[src/rtl/core/hgc_pkg.sv]
// ============================================================================
// hgc_pkg: shared types and constants of the horizontal gradient color unit
// Field widths, register indexes, the divider stage record and the channel
// blend function.
// ============================================================================
`default_nettype none

package hgc_pkg;

    // Largest span width that the unit honors; wider settings saturate.
    localparam int unsigned MAX_SPAN = 4096;

    localparam int unsigned COLUMN_W = 12;
    localparam int unsigned WIDTH_W  = 13;
    localparam int unsigned COLOR_W  = 24;
    localparam int unsigned CHAN_W   = 8;
    // column * 255 needs 12 + 8 bits.
    localparam int unsigned NUM_W    = COLUMN_W + CHAN_W;
    // The weight never exceeds 255, so the quotient has one bit per divider stage.
    localparam int unsigned QUO_W    = CHAN_W;

    // Saturation point for the 13-bit width register.
    localparam logic [WIDTH_W-1:0] SPAN_CAP =
        WIDTH_W'((MAX_SPAN > 8191) ? 8191 : MAX_SPAN);

    localparam int unsigned CFG_INDEX_W = 2;
    localparam logic [CFG_INDEX_W-1:0] REG_LEFT_COLOR  = 2'd0;
    localparam logic [CFG_INDEX_W-1:0] REG_RIGHT_COLOR = 2'd1;
    localparam logic [CFG_INDEX_W-1:0] REG_SPAN_WIDTH  = 2'd2;

    typedef struct packed {
        logic [NUM_W-1:0] rem;
        logic [QUO_W-1:0] quo;
    } hgc_div_t;

    // (left * (255 - t) + right * t) >> 8; the sum stays below 2^16.
    function automatic logic [CHAN_W-1:0] blend_chan(
        input logic [CHAN_W-1:0] lc,
        input logic [CHAN_W-1:0] rc,
        input logic [CHAN_W-1:0] t
    );
        logic [15:0] sum;
        sum = 16'(lc) * 16'(8'd255 - t) + 16'(rc) * 16'(t);
        return sum[15:8];
    endfunction

endpackage

`default_nettype wire

[src/rtl/core/horizontal_gradient_color_unit.sv]
// ============================================================================
// horizontal_gradient_color_unit
// Gives the color of one column of a horizontal gradient span, blending the
// left and right edge colors by a weight of column * 255 / (width - 1).
// ============================================================================
//
//  Channel  Ports                          Payload
//  -------  -----------------------------  ------------------------------
//  input    s_tvalid / s_tready / s_tdata  column in [11:0]
//  result   m_tvalid / m_tready / m_tdata  color in [23:0]
//  config   cfg_valid / cfg_ready          cfg_index, cfg_data
//
//  One request is taken every cycle unless a result-side stall backs up to
//  stage 0; there are ten register stages: one stage clamps the column and
//  forms column * 255, eight restoring-division stages each settle one
//  weight bit, and one stage blends the three channels. Reset clears all
//  valid bits and loads the configuration registers with their reset values.
//  A stall on the result side holds each occupied stage whose successor is
//  also held; empty stages still fill, so bubbles are squeezed out.
//
`default_nettype none

module horizontal_gradient_color_unit
    import hgc_pkg::*;
(
    input  wire logic                   aclk,
    input  wire logic                   aresetn,

    input  wire logic                   s_tvalid,
    output logic                        s_tready,
    input  wire logic [15:0]            s_tdata,    // [11:0] column

    output logic                        m_tvalid,
    input  wire logic                   m_tready,
    output logic [23:0]                 m_tdata,    // [23:0] color

    input  wire logic                   cfg_valid,
    output logic                        cfg_ready,
    input  wire logic [CFG_INDEX_W-1:0] cfg_index,
    input  wire logic [COLOR_W-1:0]     cfg_data
);

    localparam int NUM_DIV = QUO_W;
    localparam int LAST    = NUM_DIV + 1;

    logic [COLOR_W-1:0] left_color_reg;
    logic [COLOR_W-1:0] right_color_reg;
    logic [WIDTH_W-1:0] span_width_reg;

    logic [WIDTH_W-1:0] width_eff;
    logic [WIDTH_W-1:0] width_m1;
    logic [WIDTH_W-1:0] divisor;

    logic [COLUMN_W-1:0] column;
    logic [COLUMN_W-1:0] column_clamped;

    logic [LAST:0]   valid_reg;
    logic [LAST:0]   valid_next;
    logic [LAST+1:0] stage_ready;

    hgc_div_t div_reg  [NUM_DIV+1];
    hgc_div_t div_next [NUM_DIV+1];

    logic [COLOR_W-1:0] color_reg;
    logic [COLOR_W-1:0] color_next;

    // Configuration is always accepted.
    assign cfg_ready = 1'b1;

    always_ff @(posedge aclk) begin
        if (!aresetn) begin
            left_color_reg  <= '0;
            right_color_reg <= '0;
            span_width_reg  <= WIDTH_W'(1);
        end else if (cfg_valid) begin
            unique case (cfg_index)
                REG_LEFT_COLOR:  left_color_reg  <= cfg_data;
                REG_RIGHT_COLOR: right_color_reg <= cfg_data;
                REG_SPAN_WIDTH:  span_width_reg  <= cfg_data[WIDTH_W-1:0];
                default: ;
            endcase
        end
    end

    // The user must change the registers only while the pipeline is empty; the
    // block does not enforce this. Then every stage may read them directly.
    always_comb begin
        if (span_width_reg == '0) begin
            width_eff = WIDTH_W'(1);
        end else if (span_width_reg > SPAN_CAP) begin
            width_eff = SPAN_CAP;
        end else begin
            width_eff = span_width_reg;
        end
        width_m1 = width_eff - WIDTH_W'(1);
        divisor  = (width_m1 == '0) ? WIDTH_W'(1) : width_m1;
    end

    // A column past the span takes the last column; the clamped value then
    // fits in the column width.
    assign column = s_tdata[COLUMN_W-1:0];
    assign column_clamped = ({1'b0, column} > width_m1) ? width_m1[COLUMN_W-1:0] : column;

    // Handshake chain: a stage loads when it is empty or its successor loads.
    always_comb begin
        stage_ready[LAST+1] = m_tready;
        for (int i = LAST; i >= 0; i--) begin
            stage_ready[i] = !valid_reg[i] || stage_ready[i+1];
        end
        valid_next[0] = stage_ready[0] ? s_tvalid : valid_reg[0];
        for (int i = 1; i <= LAST; i++) begin
            if (stage_ready[i]) begin
                valid_next[i] = valid_reg[i-1];
            end else begin
                valid_next[i] = valid_reg[i];
            end
        end
    end

    assign s_tready = stage_ready[0];

    always_ff @(posedge aclk) begin
        if (!aresetn) begin
            valid_reg <= '0;
        end else begin
            valid_reg <= valid_next;
        end
    end

    // Stage 0: numerator column * 255.
    always_comb begin
        div_next[0].rem = NUM_W'(column_clamped) * NUM_W'(255);
        div_next[0].quo = '0;
    end

    // Stages 1..8: one restoring-division step each, most significant bit
    // first. The shifted divisor never exceeds the numerator width.
    for (genvar j = 1; j <= NUM_DIV; j++) begin : g_div
        localparam int SHIFT = NUM_DIV - j;
        logic [NUM_W-1:0] dshift;
        logic             take;

        always_comb begin
            dshift = NUM_W'(divisor) << SHIFT;
            take   = (div_reg[j-1].rem >= dshift);
            div_next[j].rem = take ? (div_reg[j-1].rem - dshift) : div_reg[j-1].rem;
            div_next[j].quo = {div_reg[j-1].quo[QUO_W-2:0], take};
        end
    end

    for (genvar j = 0; j <= NUM_DIV; j++) begin : g_div_reg
        always_ff @(posedge aclk) begin
            if (stage_ready[j]) begin
                div_reg[j] <= div_next[j];
            end
        end
    end

    // Last stage: blend each channel by the weight.
    always_comb begin
        color_next[23:16] = blend_chan(left_color_reg[23:16], right_color_reg[23:16],
                                       div_reg[NUM_DIV].quo);
        color_next[15:8]  = blend_chan(left_color_reg[15:8], right_color_reg[15:8],
                                       div_reg[NUM_DIV].quo);
        color_next[7:0]   = blend_chan(left_color_reg[7:0], right_color_reg[7:0],
                                       div_reg[NUM_DIV].quo);
    end

    always_ff @(posedge aclk) begin
        if (stage_ready[LAST]) begin
            color_reg <= color_next;
        end
    end

    assign m_tvalid = valid_reg[LAST];
    assign m_tdata  = color_reg;

endmodule

`default_nettype wire
[config.mk]
export PLATFORM = sky130hd
export DESIGN_NAME = horizontal_gradient_color_unit
export DESIGN_NICKNAME = d
export VERILOG_FILES = /design/src/rtl/core/hgc_pkg.sv /design/src/rtl/core/horizontal_gradient_color_unit.sv
export SDC_FILE = /design/constraint.sdc
export NUM_CORES = 2
export LEC_CHECK = 0
export ABC_AREA = 1
export ABC_CLOCK_PERIOD_IN_PS = 9600
export BUFFER_PORTS_ARGS = -buffer_cell sky130_fd_sc_hd__buf_2
export CORE_MARGIN = 5
export CORE_UTILIZATION = 59
export CTS_BUF_LIST = sky130_fd_sc_hd__clkbuf_2
export CTS_CLUSTER_DIAMETER = 80
export DETAILED_ROUTE_END_ITERATION = 10
export PLACE_DENSITY = 0.81
export SETUP_SLACK_MARGIN = 0.4
export SYNTH_ARGS = -nofsm -noshare
export SYNTH_HDL_FRONTEND = slang
export SYNTH_SLANG_ARGS = --single-unit
[constraint.sdc]
create_clock -name aclk -period 9.6 [get_ports aclk]
set_clock_uncertainty 0.2 [all_clocks]
set_input_delay 0.96 -clock aclk [delete_from_list [all_inputs] [get_ports aclk]]
set_output_delay 0.96 -clock aclk [all_outputs]
set_load 0.05 [all_outputs]
==> results.md <==
- DR vias/cell: 5.34
- RePlAce Congestion: 0.914
- Final Max Slew Viols: 0
- Tcrit/Tclk final: 0.850
- Filler instances: 4026
- Hold depth: 3
- IR Drop Worst-Case VDD: 791 uV
- Critical R2R Capture: div_reg[0][23]
- Setup TNS Final: 0 ns
- Grt ovf: 0
- CP max FO: 22
- Worst R2R Start: span_width_reg[2]
- Die height: 236 um
- Dpl ws: 1.56 ns
- Post-synthesis sequential area ratio: 0.266
- Detailed placement HPWL: 51.1 mm
- Slowest stage cell, crit path: fa_1
- Final WS setup: 1.44 ns
- Initial Utilization: 0.599
- Number of H-tree levels: 3
- CTS clk-pin slew, worst paths: 0.12 ns
- Netlist Area Pre-Place: 0.0302 mm2
- Power density cells: 329 mW/mm2
- Largest net degree at the start of global routing: 63
- Layout cells sized above 1: 0.0780
- Sink Count: 291
- Buf/Inv on CP: 5
- Flops & latches, synth: 291
- PortBufs: 68
- Pleak: 16.3 nW
- Hold path endpoint: right_color_reg[9]
- Worst skew pair latency: 1.06 ns
- Worst Hold Class: primary input to register
- Pre-antenna DRT Iters: 5
- Core Rows: 82
- Synth Instances: 3397
- Die ar.: 0.0557 mm2
- Layout area overhead: 6.39%
- Crit path max-delay family: adder cells
- DRC errors left: 0
- Measured slew at the worst slew-check pin: 1.08 ns
- Post-Syn Area per Cell: 8.88 um2
- Total track usage: 0.246
- Fmax: 123 MHz
- Synth cell count leaders: inv_1 (734), nand2_1 (557), ha_1 (341)
- Top post-synthesis cells by area: fa_1 (23%), edfxtp_1 (22%), ha_1 (14%), inv_1 (9.1%), nand2_1 (6.9%)
- RSZ-0062 raised after global routing: no
- Most used cell along the critical path: nand2_1
- Antenna violations before repair: 3
- Relative slew slack: 0.279
- Syn Nets: 4125
- Vias after detailed routing: 22600
- Startpoint class of the critical path: register
- CP arrival: 8.70 ns
- Final Hold Viols: 0
- Num CTS Buffers: 80
- Vias in the first global route: 23300
- Max incr delay on CP: 0.57 ns
- Io pins: 74
- Async SR Flop Fraction: 0
- # Max-Cap Violations: 0
- Root Driver: clkbuf_2
- Routed len/inst: 15.9 um
- Crit path kind: register to register
- Worst Hold Launch: cfg_data[9]
- Clock buffer depth: 3
- First-pass GRT wire length: 112 mm
- Required time of the critical path: 10.15 ns
- Drt total wl: 67.1 mm
- Top_reg_cell synth: edfxtp_1
- CP endpoint kind: register
- Die Wd: 236 um
- CTS tree: done
- Post-layout minimum cycle time: 8.16 ns
- Number of flops mapped to enable cells by yosys: 220
- Number of distinct library cells after synthesis: 59
- Number of flip-flops in the largest register: 196
- Final ANT Viol Nets: 0
- Top-count cell post-synth: inv_1
- Final setup viols: 0
- FF-to-FF setup slack: 1.44 ns
- Core area: 0.0504 mm2
- Synth Warn #: 0
- Post-synth top area cell: fa_1
- Status: complete, no violations
- Layout Nets: 4220
- Iteration-0 DRC Markers: 1602
- Yosys top cell area share: 0.226
- FF-to-FF path depth: 40
==> layout make-up <==
cell class | count | area, um2 | area share
Antenna cell | 4 | 10.0 | 0.000312
Clock buffer | 105 | 526 | 0.0164
Clock inverter | 38 | 228 | 0.00710
Inverter | 748 | 2810 | 0.0876
Multi-Input combinational cell | 2259 | 18900 | 0.590
Sequential cell | 291 | 8030 | 0.250
Tap cell | 672 | 841 | 0.0262
Timing Repair Buffer | 112 | 721 | 0.0225
==> metrics by stage <==
stage          cell area (um2)  power [mW]  hold slack, ns  utilization  cells
5_1_grt                  32100        11.7          0.0458        0.637   4228
6_report                 32100        10.5           0.109        0.637   4229
4_1_cts                  32100        10.6         0.00157        0.637   4225
3_5_place_dp             31100        9.53           0.205        0.618   4062
3_3_place_gp             31100        9.32           0.202        0.618   4062
2_1_floorplan            30200        7.99           0.200            -   3397
==> power breakdown <==
group,internal [mW],total [mW],switching (mW)
Clock,0.364,0.937,0.572
Combinational,2.75,7.04,4.29
Sequential,2.29,2.57,0.278
==> worst max-delay path by stage <==
stage / startpoint / endpoint / slack, ns / cells after the start
floorplan: m_tready / s_tready / 1.91 / 18
CTS: span_width_reg[2] / div_reg[0][23] / 1.51 / 40
global route: span_width_reg[2] / div_reg[0][23] / 0.86 / 40
finish: span_width_reg[2] / div_reg[0][23] / 1.44 / 40
detailed placement: span_width_reg[2] / div_reg[0][23] / 1.56 / 40
global placement: span_width_reg[2] / div_reg[0][23] / 1.66 / 40
==> timing repair <==
action | in CTS | in global routing
resized for setup | 0 | 0
setup buffers | 0 | 0
hold buffers | 20 | 0
hold endpoints to repair | 33 | 0
==> cell usage in the layout, fill, tap and decap left out, types with 9 or more instances in the layout <==
cell type | Yosys | routed
a21oi_1 | 196 | 196
clkinv_1 | 2 | 25
o21bai_1 | 15 | 15
nand2_1 | 557 | 557
inv_2 | 11 | 12
nor3_1 | 16 | 16
fa_1 | 340 | 340
edfxtp_1 | 220 | 220
nand2_2 | 12 | 12
buf_4 | 1 | 24
o21ai_2 | 10 | 10
nand3_1 | 64 | 64
xor2_1 | 90 | 89
nand4_1 | 18 | 18
ha_1 | 341 | 341
buf_2 | 0 | 68
xnor2_1 | 60 | 60
o21ai_0 | 162 | 162
clkbuf_2 | 0 | 105
a31oi_1 | 9 | 9
nor2_1 | 281 | 281
nor4_1 | 11 | 11
dfxtp_1 | 71 | 71
dlygate4sd3_1 | 0 | 20
inv_1 | 734 | 734
==> worst register-to-register path: cells and delay by family (launching register included) <==
family | cells | cell delay [ns]
buffers and inverters | 5 | 0.38
and+or+nand+nor | 17 | 1.63
DFF | 1 | 0.47
adders and majority gates | 7 | 3.18
AOI/OAI and AO/OA | 9 | 1.57
xor gates and xnor gates | 2 | 0.45
==> per-layer routing <==
metal / GRT usage / wire length, um / vias up
met5: 0 / 0 / -
met2: 0.415 / 32200 / 844
met3: 0.0551 / 5530 / 192
li1: - / - / 10900
met1: 0.309 / 26600 / 10700
met4: 0.101 / 2810 / 0
==> cell families (layout without fill, tap and decap cells) <==
logic type,Yosys count,count (layout),synth area share
and+or+nand+nor,990,990,0.136
buffers and inverters,847,1003,0.107
adders and majority gates,681,681,0.367
AOI/OAI and AO/OA,433,433,0.0785
DFF,291,291,0.266
xor gates and xnor gates,150,150,0.0436
muxes,4,4,0.00149
other,1,5,0.000124
Power figures use the tool's default switching activity.
